**src/rtl/ddo_pkg.sv**
```systemverilog
// ----------------------------------------------------------------------------
// ddo_pkg
// Shared constants, types and helper functions for the odometry block.
// ----------------------------------------------------------------------------
package ddo_pkg;

  localparam int COUNT_BITS = 16;
  localparam int POS_BITS   = 32;
  localparam int CORDIC_N   = 17;
  localparam int DIV_BITS   = 52;
  localparam int IN_DW      = 56;
  localparam int OUT_DW     = 152;

  localparam logic signed [20:0] ANG_PI      = 21'sd205887;
  localparam logic signed [20:0] ANG_HALF_PI = 21'sd102944;
  localparam logic signed [20:0] ANG_2PI     = 21'sd411774;
  localparam logic signed [17:0] UNWRAP_LIM  = 18'sd10000;
  localparam logic signed [33:0] GAIN_Q30    = 34'sd652032874;
  localparam logic signed [32:0] US_PER_S    = 33'sd1000000;

  typedef enum logic [2:0] {
    REG_DIST_PER_TICK = 3'd0,
    REG_INV_BASE      = 3'd1,
    REG_START_X       = 3'd2,
    REG_START_Y       = 3'd3,
    REG_START_HEAD    = 3'd4,
    REG_TRACK_EN      = 3'd5
  } cfg_idx_t;

  typedef struct packed {
    logic start;
    logic vectoring;
  } cordic_ctl_t;

  function automatic logic signed [21:0] atan_at(input logic [4:0] i);
    case (i)
      5'd0:    atan_at = 22'sd51472;
      5'd1:    atan_at = 22'sd30386;
      5'd2:    atan_at = 22'sd16055;
      5'd3:    atan_at = 22'sd8150;
      5'd4:    atan_at = 22'sd4091;
      5'd5:    atan_at = 22'sd2047;
      5'd6:    atan_at = 22'sd1024;
      5'd7:    atan_at = 22'sd512;
      5'd8:    atan_at = 22'sd256;
      5'd9:    atan_at = 22'sd128;
      5'd10:   atan_at = 22'sd64;
      5'd11:   atan_at = 22'sd32;
      5'd12:   atan_at = 22'sd16;
      5'd13:   atan_at = 22'sd8;
      5'd14:   atan_at = 22'sd4;
      5'd15:   atan_at = 22'sd2;
      5'd16:   atan_at = 22'sd1;
      default: atan_at = 22'sd0;
    endcase
  endfunction

  function automatic logic signed [20:0] wrap_ang(input logic signed [20:0] h);
    if (h > ANG_PI) wrap_ang = h - ANG_2PI;
    else if (h < -ANG_PI) wrap_ang = h + ANG_2PI;
    else wrap_ang = h;
  endfunction

  function automatic logic signed [31:0] sat32(input logic signed [39:0] v);
    if (v > 40'sd2147483647) sat32 = 32'sh7fffffff;
    else if (v < -40'sd2147483648) sat32 = 32'sh80000000;
    else sat32 = v[31:0];
  endfunction

endpackage

```
**src/rtl/ddo_isqrt.sv**
```systemverilog
// ----------------------------------------------------------------------------
// ddo_isqrt
// Bit-pair integer square root, one result bit per cycle.
// ----------------------------------------------------------------------------
module ddo_isqrt (
  input  logic        clk,
  input  logic        rst_n,
  input  logic        start,
  input  logic [32:0] radicand,
  output logic [16:0] root,
  output logic        done
);
  import ddo_pkg::*;

  logic [33:0] n_r, n_nxt, res_r, res_nxt, bit_r, bit_nxt;
  logic [4:0]  cnt_r;
  logic        busy_r, done_r;
  logic [33:0] trial;

  assign trial = res_r + bit_r;

  always_comb begin
    if (n_r >= trial) begin
      n_nxt   = n_r - trial;
      res_nxt = (res_r >> 1) + bit_r;
    end else begin
      n_nxt   = n_r;
      res_nxt = res_r >> 1;
    end
    bit_nxt = bit_r >> 2;
  end

  always_ff @(posedge clk) begin
    if (!rst_n) begin
      busy_r <= 1'b0;
      done_r <= 1'b0;
      cnt_r  <= '0;
    end else begin
      done_r <= 1'b0;
      if (start) begin
        n_r    <= {1'b0, radicand};
        res_r  <= '0;
        bit_r  <= 34'h1_0000_0000;
        cnt_r  <= 5'd17;
        busy_r <= 1'b1;
      end else if (busy_r) begin
        n_r   <= n_nxt;
        res_r <= res_nxt;
        bit_r <= bit_nxt;
        cnt_r <= cnt_r - 5'd1;
        if (cnt_r == 5'd1) begin
          busy_r <= 1'b0;
          done_r <= 1'b1;
        end
      end
    end
  end

  assign root = res_r[16:0];
  assign done = done_r;
endmodule

```
**config.mk**
```make
export PLATFORM = sky130hd
export DESIGN_NAME = ddo_isqrt
export DESIGN_NICKNAME = d
export VERILOG_FILES = /design/src/rtl/ddo_pkg.sv /design/src/rtl/ddo_isqrt.sv
export SDC_FILE = /design/constraint.sdc
export NUM_CORES = 1
export LEC_CHECK = 0
export BUFFER_PORTS_ARGS = -buffer_cell sky130_fd_sc_hd__buf_2
export CAP_MARGIN = 20
export CORE_AREA = 2 2 118 120
export DETAILED_ROUTE_END_ITERATION = 8
export DIE_AREA = 0 0 120 122
export GPL_TIMING_DRIVEN = 1
export PLACE_DENSITY = 0.78
export SETUP_SLACK_MARGIN = 0.4
export SYNTH_ARGS = -nofsm -noshare
export SYNTH_HDL_FRONTEND = slang
export SYNTH_SLANG_ARGS = --single-unit
export TNS_END_PERCENT = 1
```
**constraint.sdc**
```tcl
create_clock -name clk -period 6.9 [get_ports clk]
set_clock_uncertainty 0.05 [all_clocks]
set_input_delay 0.69 -clock clk [delete_from_list [all_inputs] [get_ports clk]]
set_output_delay 0.69 -clock clk [all_outputs]
set_load 0.01 [all_outputs]
```
# == Word level (Yosys, flattened, before mapping) ==
# Cells that the tools add are included.
# word_totals
regBits,92
word_cells,34
# classes
addsub,4
order_cmp,1
n_eq_ne,1
n_mux,12
bitwise_logic,2
n_reduce_logical,6
# ops
cell,n
$mux 34,4
$mux 33,2
$add 33x33->34,1
$add 34x33->34,1
$ge 34x34->1,1
$sub 34x34->34,1
$mux 5,2
$eq 5x1->1 const B,1
$sub 5x1->5 const B,1
$mux 1,4
$reduce_bool 2->1,2
$reduce_and 3->1,1
$reduce_or 3->1,1
$not 1->1,2
$reduce_and 2->1,1
$reduce_or 2->1,1

# == Depth between registers and ports, before layout ==
# Gate-level depths: netlist of run 1.
# depth
ltp_word,5
mapped_depth,22
ltp_nobuf,19

# == Worst setup path after synthesis of run 1 ==
# Ideal clock, no wire load.
# synth_path
path_kind,register -> register
startpoint,reg res_r[6]
endpoint,reg n_r[0] (enable)
setup_time_ns,0.437
arrival_time_ns,5.691
path_slack_ns,0.723
path_stages_with_launch,20
path_buffers,2
cell_sequence,edfxtp_1 ha_1 a21oi_1 a211oi_1 a21oi_1 o31ai_2 a41o_1 a31oi_2 o21bai_1 xnor2_1 ha_1 clkbuf_1 nand4_1 nor3_1 nand4_1 o21ai_1 o21bai_2 o21ai_2 clkbuf_1 a21oi_1
# synth_between
elab_chain_len,4
# synth_rtl
element,line,source
"start, declared",ddo_isqrt.sv:15,"logic [33:0] n_r, n_nxt, res_r, res_nxt, bit_r, bit_nxt;"
"start signal, assigned",ddo_isqrt.sv:48,res_r <= res_nxt;
$add 34x33->34,ddo_isqrt.sv:20,assign trial = res_r + bit_r;
$ge 34x34->1,ddo_isqrt.sv:23,if (n_r >= trial) begin
$reduce_bool 2->1 (no source line),--,
$reduce_and 3->1 (no source line),--,
"end signal, assigned",ddo_isqrt.sv:41,"n_r <= {1'b0, radicand};"
"end signal, assigned",ddo_isqrt.sv:47,n_r <= n_nxt;
"end, declared",ddo_isqrt.sv:15,
# No other way between the ends.
# A chain may end at the register's enable or synchronous reset.

# == Worst setup path in the final report of run 1 ==
# layout_path
startpoint,reg res_r[6]
endpoint,"reg res_r[3], data pin"
# layout_between
elab_chain_len,4
# layout_rtl
element,line,source
$add 34x33->34,ddo_isqrt.sv:20,
$ge 34x34->1,ddo_isqrt.sv:23,
$mux 34,ddo_isqrt.sv:23,
$mux 34,ddo_isqrt.sv:46,end else if (busy_r) begin
# No other way between the ends. The select of a mux whose other input is x is not followed.

==> results.yml, run 1 <==
yosys:
  synth_top_cells_by_area: "sky130_fd_sc_hd__edfxtp_1 (32%), sky130_fd_sc_hd__ha_1 (11%), sky130_fd_sc_hd__nand2_1 (4.6%)"
  synthDistinctLibCells: 65
  ranking_of_synthesized_cells_by_instance_count: "sky130_fd_sc_hd__nand2_1 (97), sky130_fd_sc_hd__edfxtp_1 (85), sky130_fd_sc_hd__ha_1 (72), sky130_fd_sc_hd__o21ai_0 (72), sky130_fd_sc_hd__a21oi_1 (69)"
  postSynthRegisterBits: 92
  synthFlopType: "sky130_fd_sc_hd__edfxtp_1"
  cell_type_with_the_largest_total_area_after_synthesis: "sky130_fd_sc_hd__edfxtp_1"
  syn-num-nets: 998
  synth_top_area_share_pct: 32.3
  synth_seq_area_share_pct: 34.1
  syn_avg_cell_area_um2: 8.88
  synthesis.yosys.warnings: 0
  synth_enable_flop_cells: 85
  synthMostInstantiatedCell: "sky130_fd_sc_hd__nand2_1"
  syn_area_mm2: 0.00790
  syn-instance-count: 889
  fraction_of_synthesis_flops_using_an_asynchronous_set_or_reset_pin_pct: 0
worst_setup_path:
  timing.critical_path.required_ps: 6960
  criticalPathCategory: "register to register"
  worst-r2r-cell-count: 19
  setup.reg_to_reg.worst_slack_ps: 1130
  regToRegEndpoint: "res_r[3]$_SDFFCE_PP0P_"
  setup.worst_path.start_class: "register"
  worst_setup_path_end_kind: "register"
  cp_max_fo: 15
  critical_path.reg2reg.startpoint: "res_r[6]$_SDFFCE_PP0P_"
  cp_data_arrival_time_ps: 5830
power:
  power.sequential.fraction_pct: 32.9
  p_sw_uw: 942
  share_of_total_power_in_combinational_logic_pct: 46.4
  power.switching_fraction_pct: 40.1
  cellLeakagePower_nw: 3.26
  power_per_standard_cell_area_mw_per_mm2: 278
  internal_power_mw: 1.41
  vdd_drop_max_v: 0.000146
  pwr-share-clk_pct: 20.7
die:
  core_region_area_mm2: 0.0135
  die_w_um: 120
  initial_standard_cell_utilization_of_the_core_pct: 58.5
  cell_row_count: 43
  io_pins: 54
  design.die.area_mm2: 0.0146
  die_height_um: 122
timing:
  finalWorstPathRequiredPeriod_ps: 5770
  achievable-frequency_mhz: 173
  finalHoldWorstSlack_ps: 461
  finalHoldViolations: 0
  slew_viol_final: 0
  setup-violations-final: 0
  post-route-period-util_pct: 83.6
  max_slew.worst_pin.slew_ps: 1050
  totalNegativeSetupSlack_ps: 0
  rsz0062_at_grt: "false"
  worst_slew_margin_rel_pct: 29.8
clocking:
  post_cts_hold_buffer_count: 0
  total_number_of_clock_tree_sinks: 92
  clk_latency_ps: 360
  htree_levels: 3
  cts.path.max_buffers: 2
  clock-root-buffer: "sky130_fd_sc_hd__clkbuf_16"
  cts_resized: 0
  clk_transition_reported_paths_ps: 70
  number_of_buffers_inserted_to_repair_setup_after_cts: 0
  cts-buffers-inserted: 9
  tritoncts_clock_tree: "built"
final_layout:
  syn_to_final_growth_pct: 7.15
  final-instance-count-excl-fill: 1095
  antenna_cells_inserted: 0
  post_route_cells_drive_above_1_share_pct: 11.3
  nets: 1019
global_routing:
  globalRouteOverflowTotal: 0
  first_global_vias: 6210
  global_route_wire_length_before_repair_um: 30400
  pin_count_of_the_biggest_net_entering_global_routing: 75
  globalRouteTotalUtil_pct: 26.1
  antenna_violations_before_repair: 0
job:
  timing.max_cap.violations: 0
run_status:
  status: "finished, final reports clean"
hold_path:
  min-delay-path-class: "register to register"
  timing.hold.worst_endpoint: "done$_SDFF_PP0_"
  timing.hold.worst_path_depth: 1
  worst_hold_startpoint: "cnt_r[3]$_SDFFE_PP0P_"
drt:
  initialDrtViolationCount: 507
  first_pass_iters: 5
  detail-route-antenna-nets: 0
  route.detailed.drc: 0
  via_count: 6793
  wl_um: 19000
  post_drt_wl_per_cell_um: 17.3
  post_drt_via_cell_ratio: 6.20
placement:
  place.detailed.instances: 1078
  finalWeightedCongestion: 0.971
  place.port_buffers: 53
  dp_hpwl_um: 13500
-- power by group through the flow --
stage               Combinational [mW]  Clock (mW)  Sequential (mW)
finish                            1.09       0.486            0.773
global route                      1.21       0.510            0.781
CTS                               1.08       0.491            0.773
detailed placement                1.07           0            0.784
global placement                  1.05           0            0.783
floorplan                        0.868           0            0.761
-- cells by family (layout without fill, tap and decap cells) --
| group | after synthesis | after routing | share of synthesized area (%) |
|---|---|---|---|
| buf+inv | 68 | 94 | 4.36 |
| mux | 8 | 8 | 1.11 |
| compound gates | 281 | 281 | 22.7 |
| simple gates | 294 | 294 | 18.0 |
| xor+xnor | 73 | 73 | 8.10 |
| fa+ha+maj | 73 | 73 | 11.7 |
| flops | 92 | 92 | 34.1 |
-- metal layers --
| metal | routed length [um] | part of all wire (%) | vias up | global-route usage (%) |
|---|---|---|---|---|
| li1 | - | - | 3357 | - |
| met1 | 8430 | 44 | 3189 | 34.5 |
| met2 | 9120 | 48 | 207 | 44.0 |
| met3 | 895 | 4.7 | 40 | 2.90 |
| met4 | 546 | 2.9 | 0 | 10.6 |
| met5 | 0 | 0 | - | 0 |
-- worst max-delay path by stage --
stage | endpoint | startpoint | slack [ps]
final | res_r[3]$_SDFFCE_PP0P_ | res_r[6]$_SDFFCE_PP0P_ | 1130
after detailed placement | res_r[3]$_SDFFCE_PP0P_ | res_r[6]$_SDFFCE_PP0P_ | 1260
after CTS | res_r[3]$_SDFFCE_PP0P_ | res_r[6]$_SDFFCE_PP0P_ | 1150
after global routing | res_r[3]$_SDFFCE_PP0P_ | res_r[6]$_SDFFCE_PP0P_ | 800
after global placement | res_r[3]$_SDFFCE_PP0P_ | res_r[6]$_SDFFCE_PP0P_ | 1430
after floorplan | n_r[0]$_DFFE_PP_ | res_r[6]$_SDFFCE_PP0P_ | 720
-- cells in the final DEF, fill, tap and decap left out, types with 6 or more instances in the layout --
cell type / instances
sky130_fd_sc_hd__a21o_1: 12
sky130_fd_sc_hd__xor2_1: 37
sky130_fd_sc_hd__a31o_2: 13
sky130_fd_sc_hd__nand2b_1: 9
sky130_fd_sc_hd__a211oi_1: 21
sky130_fd_sc_hd__nor3_1: 18
sky130_fd_sc_hd__nand4_1: 15
sky130_fd_sc_hd__dfxtp_1: 7
sky130_fd_sc_hd__nand3_1: 15
sky130_fd_sc_hd__inv_1: 18
sky130_fd_sc_hd__a21oi_1: 68
sky130_fd_sc_hd__nand2_1: 97
sky130_fd_sc_hd__and3_1: 10
sky130_fd_sc_hd__buf_2: 52
sky130_fd_sc_hd__a31oi_1: 26
sky130_fd_sc_hd__nor2b_1: 33
sky130_fd_sc_hd__o21ai_0: 72
sky130_fd_sc_hd__edfxtp_1: 85
sky130_fd_sc_hd__mux2_2: 6
sky130_fd_sc_hd__ha_1: 72
sky130_fd_sc_hd__or3_1: 10
sky130_fd_sc_hd__o21a_1: 7
sky130_fd_sc_hd__clkbuf_16: 9
sky130_fd_sc_hd__o21bai_1: 12
sky130_fd_sc_hd__o31ai_1: 6
sky130_fd_sc_hd__nor2_1: 64
sky130_fd_sc_hd__xnor2_1: 36
-- per-stage QoR --
step           instance area, um2  power [mW]  setup WS, ps  util (%)
2_1_floorplan                7900        1.63           723         -
3_3_place_gp                 8160        1.83          1430      60.4
3_5_place_dp                 8160        1.85          1260      60.4
4_1_cts                      8440        2.34          1150      62.5
5_1_grt                      8460        2.50           803      62.7
6_report                     8460        2.35          1130      62.7
-- cell type report --
| class | instances | area [um2] |
|---|---|---|
| Sequential cell | 92 | 2690 |
| Timing Repair Buffer | 58 | 318 |
| Clock buffer | 11 | 243 |
| Fill cell | 1190 | 5040 |
| Tap cell | 180 | 225 |
| Inverter | 20 | 75.1 |
| Clock inverter | 5 | 36.3 |
| Multi-Input combinational cell | 729 | 4870 |
-- state kept, by name, summed over array words and instances, names as in the netlist --
register / cells
cnt_r: 5
n_r: 34
done: 1
bit_r: 17
res_r: 34
busy_r: 1
-- worst max-delay path, cell delays in order (launching register included) --
cell and delay, ps:
sky130_fd_sc_hd__edfxtp_1 500, sky130_fd_sc_hd__ha_1 400, sky130_fd_sc_hd__a21oi_1 80, sky130_fd_sc_hd__a211oi_1 440, sky130_fd_sc_hd__a21oi_1 240, sky130_fd_sc_hd__o31ai_2 400, sky130_fd_sc_hd__a41o_1 310, sky130_fd_sc_hd__a31oi_2 170
sky130_fd_sc_hd__o21ai_1 200, sky130_fd_sc_hd__xnor2_1 150, sky130_fd_sc_hd__ha_1 340, sky130_fd_sc_hd__a21o_1 230, sky130_fd_sc_hd__a21o_1 180, sky130_fd_sc_hd__a21oi_1 170, sky130_fd_sc_hd__o21ai_1 100, sky130_fd_sc_hd__or3_1 370
sky130_fd_sc_hd__o21ai_2 670, sky130_fd_sc_hd__buf_4 280, sky130_fd_sc_hd__nor3_1 60, sky130_fd_sc_hd__o21a_1 170
Note: power is estimated with default switching activity, not from simulation.
==> run 2, diff against run 1 <==
Settings changed: CORE_AREA 2 2 118 120 to 2 2 122 124, DIE_AREA 0 0 120 122 to 0 0 124 126, PLACE_DENSITY 0.78 to 0.77.
Clock period 6.9 ns to 4.75 ns, I/O delays scaled along.
==> results.yml, run 2 (synthesis results as in run 1) <==
run_status:
  status: "finished, final reports clean"
worst_setup_path:
  regToRegEndpoint: "res_r[29]$_SDFFCE_PP0P_"
  critical_path.reg2reg.startpoint: "res_r[2]$_SDFFCE_PP0P_"
  worst_setup_path_end_kind: "register"
  setup.reg_to_reg.worst_slack_ps: 200
  criticalPathCategory: "register to register"
  setup.worst_path.start_class: "register"
  timing.critical_path.required_ps: 4810
  cp_data_arrival_time_ps: 4610
  cp_max_fo: 10
  worst-r2r-cell-count: 18
die:
  io_pins: 54
  initial_standard_cell_utilization_of_the_core_pct: 55.2
  core_region_area_mm2: 0.0143
  die_height_um: 126
  design.die.area_mm2: 0.0156
  cell_row_count: 44
  die_w_um: 124
timing:
  finalHoldWorstSlack_ps: 348
  post-route-period-util_pct: 95.7
  slew_viol_final: 0
  setup-violations-final: 0
  finalWorstPathRequiredPeriod_ps: 4550
  setup_slack_ps: 204
  worst_slew_margin_rel_pct: 51.3
  achievable-frequency_mhz: 220
  max_slew.worst_pin.slew_ps: 723
  totalNegativeSetupSlack_ps: 0
  finalHoldViolations: 0
  rsz0062_at_grt: "true"
drt:
  initialDrtViolationCount: 608
  detail-route-antenna-nets: 0
  post_drt_wl_per_cell_um: 18.3
  post_drt_via_cell_ratio: 6.17
  wl_um: 20900
  via_count: 7047
  first_pass_iters: 5
  route.detailed.drc: 0
placement:
  dpl-instance-area_mm2: 0.00851
  place.port_buffers: 53
  dp_hpwl_um: 14300
  finalWeightedCongestion: 0.910
  preCtsSetupSlack_ps: 50.2
final_layout:
  post_route_cells_drive_above_1_share_pct: 21.4
  layout.cells.most_common: "sky130_fd_sc_hd__nand2_1"
  finish.instance_area_mm2: 0.00927
  layout_top_registers: "n_r: 34 flops, res_r: 34 flops, bit_r: 17 flops"
  nets: 1063
  syn_to_final_growth_pct: 17.3
  mostFrequentLayoutCells: "sky130_fd_sc_hd__nand2_1 (93), sky130_fd_sc_hd__edfxtp_1 (85), sky130_fd_sc_hd__nor2_1 (60), sky130_fd_sc_hd__o21ai_0 (60), sky130_fd_sc_hd__ha_1 (58)"
  antenna_cells_inserted: 0
job:
  timing.max_cap.violations: 0
hold_path:
  min-delay-path-class: "primary input to register"
  worst_hold_startpoint: "radicand[27]"
  timing.hold.worst_path_depth: 3
  timing.hold.worst_endpoint: "n_r[27]$_DFFE_PP_"
clocking:
  clk_latency_ps: 360
  total_number_of_clock_tree_sinks: 92
  cts-buffers-inserted: 9
  tritoncts_clock_tree: "built"
  clock-root-buffer: "sky130_fd_sc_hd__clkbuf_16"
  post_cts_hold_buffer_count: 0
  clk_transition_reported_paths_ps: 70
  cts.path.max_buffers: 2
  htree_levels: 3
global_routing:
  pin_count_of_the_biggest_net_entering_global_routing: 70
  antenna_violations_before_repair: 0
  globalRouteTotalUtil_pct: 26.9
  global_route_wire_length_before_repair_um: 32900
  globalRouteOverflowTotal: 0
  first_global_vias: 6676
power:
  vdd_drop_max_v: 0.000206
  cellLeakagePower_nw: 3.54
  fin_total_pwr_mw: 3.81
  power_per_standard_cell_area_mw_per_mm2: 411
run 2: cell types whose count changed in the layout (fill, tap and decap cells not counted), moves of 6 or more:
cell / previous run / this run
sky130_fd_sc_hd__a21oi_1: 68 / 54
sky130_fd_sc_hd__a21oi_2: 0 / 14
sky130_fd_sc_hd__buf_4: 5 / 43
sky130_fd_sc_hd__ha_1: 72 / 58
sky130_fd_sc_hd__ha_4: 0 / 10
sky130_fd_sc_hd__o21ai_0: 72 / 60
sky130_fd_sc_hd__o21ai_1: 5 / 11
run 2: final cells by class:
type	count	area (um2)
inverter	20	75.1
fill	1220	5050
tap	184	230
multi-input combinational	729	5240
sequential	92	2690
clock inverter	5	40.0
timing repair buffer	102	738
clock buffer	11	253
run 2: routing by layer:
layer  share of wire [%]  GRT usage, %  wire [um]
met3                 3.7          3.03        772
met5                   0             0          0
met4                 2.8          11.0        590
met1                  43          34.4       8920
met2                  51          46.1      10600
run 2: stage by stage:
stage	utilization [%]	instances
3_3_place_gp	59.5	1109
2_1_floorplan	-	889
6_report	64.7	1143
5_1_grt	64.7	1143
3_5_place_dp	59.5	1109
4_1_cts	63.4	1141
run 2: how the worst max path moves through the flow:
stage	start	endpoint	slack, ps	depth (start not counted)
after detailed placement	res_r[0]$_SDFFCE_PP0P_	res_r[29]$_SDFFCE_PP0P_	50	20
final	res_r[2]$_SDFFCE_PP0P_	res_r[29]$_SDFFCE_PP0P_	200	18
after floorplan	res_r[4]$_SDFFCE_PP0P_	n_r[0]$_DFFE_PP_	110	18
after global routing	bit_r[12]$_SDFFCE_PP0P_	n_r[18]$_DFFE_PP_	7	18
after global placement	res_r[0]$_SDFFCE_PP0P_	res_r[17]$_SDFFCE_PP0P_	180	20
after CTS	res_r[2]$_SDFFCE_PP0P_	n_r[13]$_DFFE_PP_	220	18
run 2: critical path, stage by stage, from the launching register on:
cell	delay (ps)
sky130_fd_sc_hd__edfxtp_1	440
sky130_fd_sc_hd__ha_4	300
sky130_fd_sc_hd__a21o_1	140
sky130_fd_sc_hd__a31o_4	160
sky130_fd_sc_hd__a31oi_2	100
sky130_fd_sc_hd__o211ai_1	370
sky130_fd_sc_hd__a41o_1	280
sky130_fd_sc_hd__nand2_2	80
sky130_fd_sc_hd__or3_1	330
sky130_fd_sc_hd__and3_4	200
sky130_fd_sc_hd__ha_4	300
sky130_fd_sc_hd__nand2_2	70
sky130_fd_sc_hd__or4_4	420
sky130_fd_sc_hd__o21ai_2	170
sky130_fd_sc_hd__o21bai_4	170
sky130_fd_sc_hd__o21ai_4	110
sky130_fd_sc_hd__buf_12	160
sky130_fd_sc_hd__a21oi_2	110
sky130_fd_sc_hd__mux2_2	340
run 2: what timing repair did:
item,CTS,global route
cloned,2,0
resized for setup,22,47
buffers inserted,14,1
endpoints found under the setup margin,76,84
pin swaps,16,23
run 2: report_power, final:
part	internal (mW)	leakage [nW]	switching, mW
clock network	0.390	0.145	0.340
registers	1.03	0.875	0.0844
logic	0.862	2.52	1.10
total	2.28	3.54	1.52
==> run 3, diff against run 2 <==
Settings changed: SETUP_SLACK_MARGIN 0.4 to 0.02.
==> results.yml, run 3 (synthesis results as in run 1) <==
global_routing:
  globalRouteOverflowTotal: 0
  globalRouteTotalUtil_pct: 26.1
  first_global_vias: 6459
  antenna_violations_before_repair: 0
  global_route_wire_length_before_repair_um: 32000
  pin_count_of_the_biggest_net_entering_global_routing: 79
worst_setup_path:
  worst_setup_path_end_kind: "register"
  setup.worst_path.start_class: "register"
  worst-r2r-cell-count: 19
  cp_max_fo: 10
  crit_path_cell_trace: "ha_4 -> nand3_2 -> a211oi_4 -> a21oi_2 -> o31ai_4 -> a41o_1 -> a31oi_4 -> nor4_4 -> a211oi_2 -> ha_1 -> nand2_1 -> or4_4 -> o21ai_4 -> o21bai_4 -> o21ai_4 -> buf_6 -> clkbuf_16 -> or3_1 -> a21oi_1"
  cp_data_arrival_time_ps: 4970
  critical_path.top_delay_family: "compound AO/OA/AOI/OAI gates"
  slowest_stage: "sky130_fd_sc_hd__or4_4"
  most_numerous_cell_on_the_critical_path: "sky130_fd_sc_hd__o21ai_4"
  critical_path.reg2reg.startpoint: "res_r[2]$_SDFFCE_PP0P_"
  criticalPathCategory: "register to register"
  timing.critical_path.required_ps: 4930
  regToRegEndpoint: "res_r[21]$_SDFFCE_PP0P_"
  cp_slowest_stage_delay_ps: 500
  setup.reg_to_reg.worst_slack_ps: -40
  cp_num_buf_inv: 2
timing:
  setup_slack_ps: -38.9
  finalWorstPathRequiredPeriod_ps: 4790
  setup-violations-final: 20
  finalHoldViolations: 0
  post-route-period-util_pct: 101
  slew_viol_final: 0
  worst_slew_margin_rel_pct: 42.9
  finalHoldWorstSlack_ps: 334
  achievable-frequency_mhz: 209
  rsz0062_at_grt: "true"
  max_slew.worst_pin.slew_ps: 848
drt:
  post_drt_via_cell_ratio: 6.18
  via_count: 7195
  route.detailed.drc: 0
  detail-route-antenna-nets: 0
  first_pass_iters: 5
  initialDrtViolationCount: 642
  wl_um: 22000
  post_drt_wl_per_cell_um: 18.9
clocking:
  clk_transition_reported_paths_ps: 80
  post_cts_hold_buffer_count: 0
  tritoncts_clock_tree: "built"
  clock-root-buffer: "sky130_fd_sc_hd__clkbuf_16"
  cts-buffers-inserted: 9
  cts.path.max_buffers: 2
  clk_latency_ps: 370
  total_number_of_clock_tree_sinks: 92
  htree_levels: 3
hold_path:
  min-delay-path-class: "primary input to register"
  worst_hold_startpoint: "radicand[6]"
  timing.hold.worst_path_depth: 3
  timing.hold.worst_endpoint: "n_r[6]$_DFFE_PP_"
power:
  power_per_standard_cell_area_mw_per_mm2: 413
  vdd_drop_max_v: 0.000251
  cellLeakagePower_nw: 3.69
placement:
  place.port_buffers: 53
  preCtsSetupSlack_ps: 8.90
  dp_hpwl_um: 14200
  place.detailed.instances: 1109
  finalWeightedCongestion: 0.935
die:
  initial_standard_cell_utilization_of_the_core_pct: 55.2
  die_height_um: 126
  core_region_area_mm2: 0.0143
  design.die.area_mm2: 0.0156
  die_w_um: 124
  cell_row_count: 44
  io_pins: 54
final_layout:
  layout_top_registers: "n_r: 34 flops, res_r: 34 flops, bit_r: 17 flops"
  syn_to_final_growth_pct: 20.3
  mostFrequentLayoutCells: "sky130_fd_sc_hd__nand2_1 (95), sky130_fd_sc_hd__edfxtp_1 (85), sky130_fd_sc_hd__o21ai_0 (69), sky130_fd_sc_hd__nor2_1 (63)"
  final-instance-count-excl-fill: 1164
  layout.cells.most_common: "sky130_fd_sc_hd__nand2_1"
  nets: 1084
  postLayoutCoreUtil_pct: 66.4
  post_route_cells_drive_above_1_share_pct: 21.6
  antenna_cells_inserted: 0
run_status:
  failed_checks: "setup timing"
  status: "complete, but fails checks"
job:
  timing.max_cap.violations: 0
## run 3: cell count changes in the layout (fill, tap and decap cells not counted), sizes merged
cell,delta
buf,+16
clkbuf,+4
clkinv,+2
clkinvlp,-1
## run 3: routing by layer
| layer | vias up | routed length (um) | GRT usage [%] |
|---|---|---|---|
| li1 | 3487 | - | - |
| met1 | 3445 | 9510 | 35.3 |
| met2 | 222 | 10800 | 43.1 |
| met3 | 41 | 1150 | 3.94 |
| met4 | 0 | 563 | 7.73 |
| met5 | - | 0 | 0 |
## run 3: final cells by class
type	count	area, um2
Sequential cell	92	2690
Multi-Input combinational cell	729	5220
Inverter	20	75.1
Clock inverter	6	62.6
Tap cell	184	230
Fill cell	1153	4820
Clock buffer	10	250
Timing Repair Buffer	123	967
## run 3: worst max-delay path by stage
stage	from	to	slack, ps	depth (start not counted)
after floorplan	res_r[8]$_SDFFCE_PP0P_	n_r[0]$_DFFE_PP_	30	17
after global placement	bit_r[2]$_SDFFCE_PP0P_	res_r[17]$_SDFFCE_PP0P_	160	18
after detailed placement	bit_r[8]$_SDFFCE_PP0P_	res_r[17]$_SDFFCE_PP0P_	9	19
after CTS	bit_r[12]$_SDFFCE_PP0P_	res_r[29]$_SDFFCE_PP0P_	30	18
after global routing	res_r[2]$_SDFFCE_PP0P_	res_r[21]$_SDFFCE_PP0P_	-220	19
final	res_r[2]$_SDFFCE_PP0P_	res_r[21]$_SDFFCE_PP0P_	-40	19
## run 3: per-stage QoR
step,power (mW),cell area (um2),setup TNS (ps)
floorplan,2.38,7950,0
global placement,2.77,8450,0
detailed placement,2.79,8450,0
CTS,3.59,8850,0
global route,4.13,9500,-9620
finish,3.92,9500,-320
## run 3: power breakdown
group          internal, mW  leakage [nW]  total, mW  switching [mW]
Sequential             1.03         0.875       1.12          0.0871
Clock                 0.402         0.155      0.772           0.370
Combinational         0.911          2.66       2.03            1.12
## run 3: repair_timing
action | 4_1_cts | 5_1_grt
resized for setup | 6 | 48
endpoints found under the hold margin | 0 | 0
gates cloned | 0 | 7
pin swaps | 5 | 44
buffers inserted | 6 | 25
setup endpoints to repair | 41 | 76
## run 3: worst min-delay path, cell delays in order
cell	delay, ps
sky130_fd_sc_hd__buf_2	70
sky130_fd_sc_hd__nand2_1	40
sky130_fd_sc_hd__o21ai_0	60
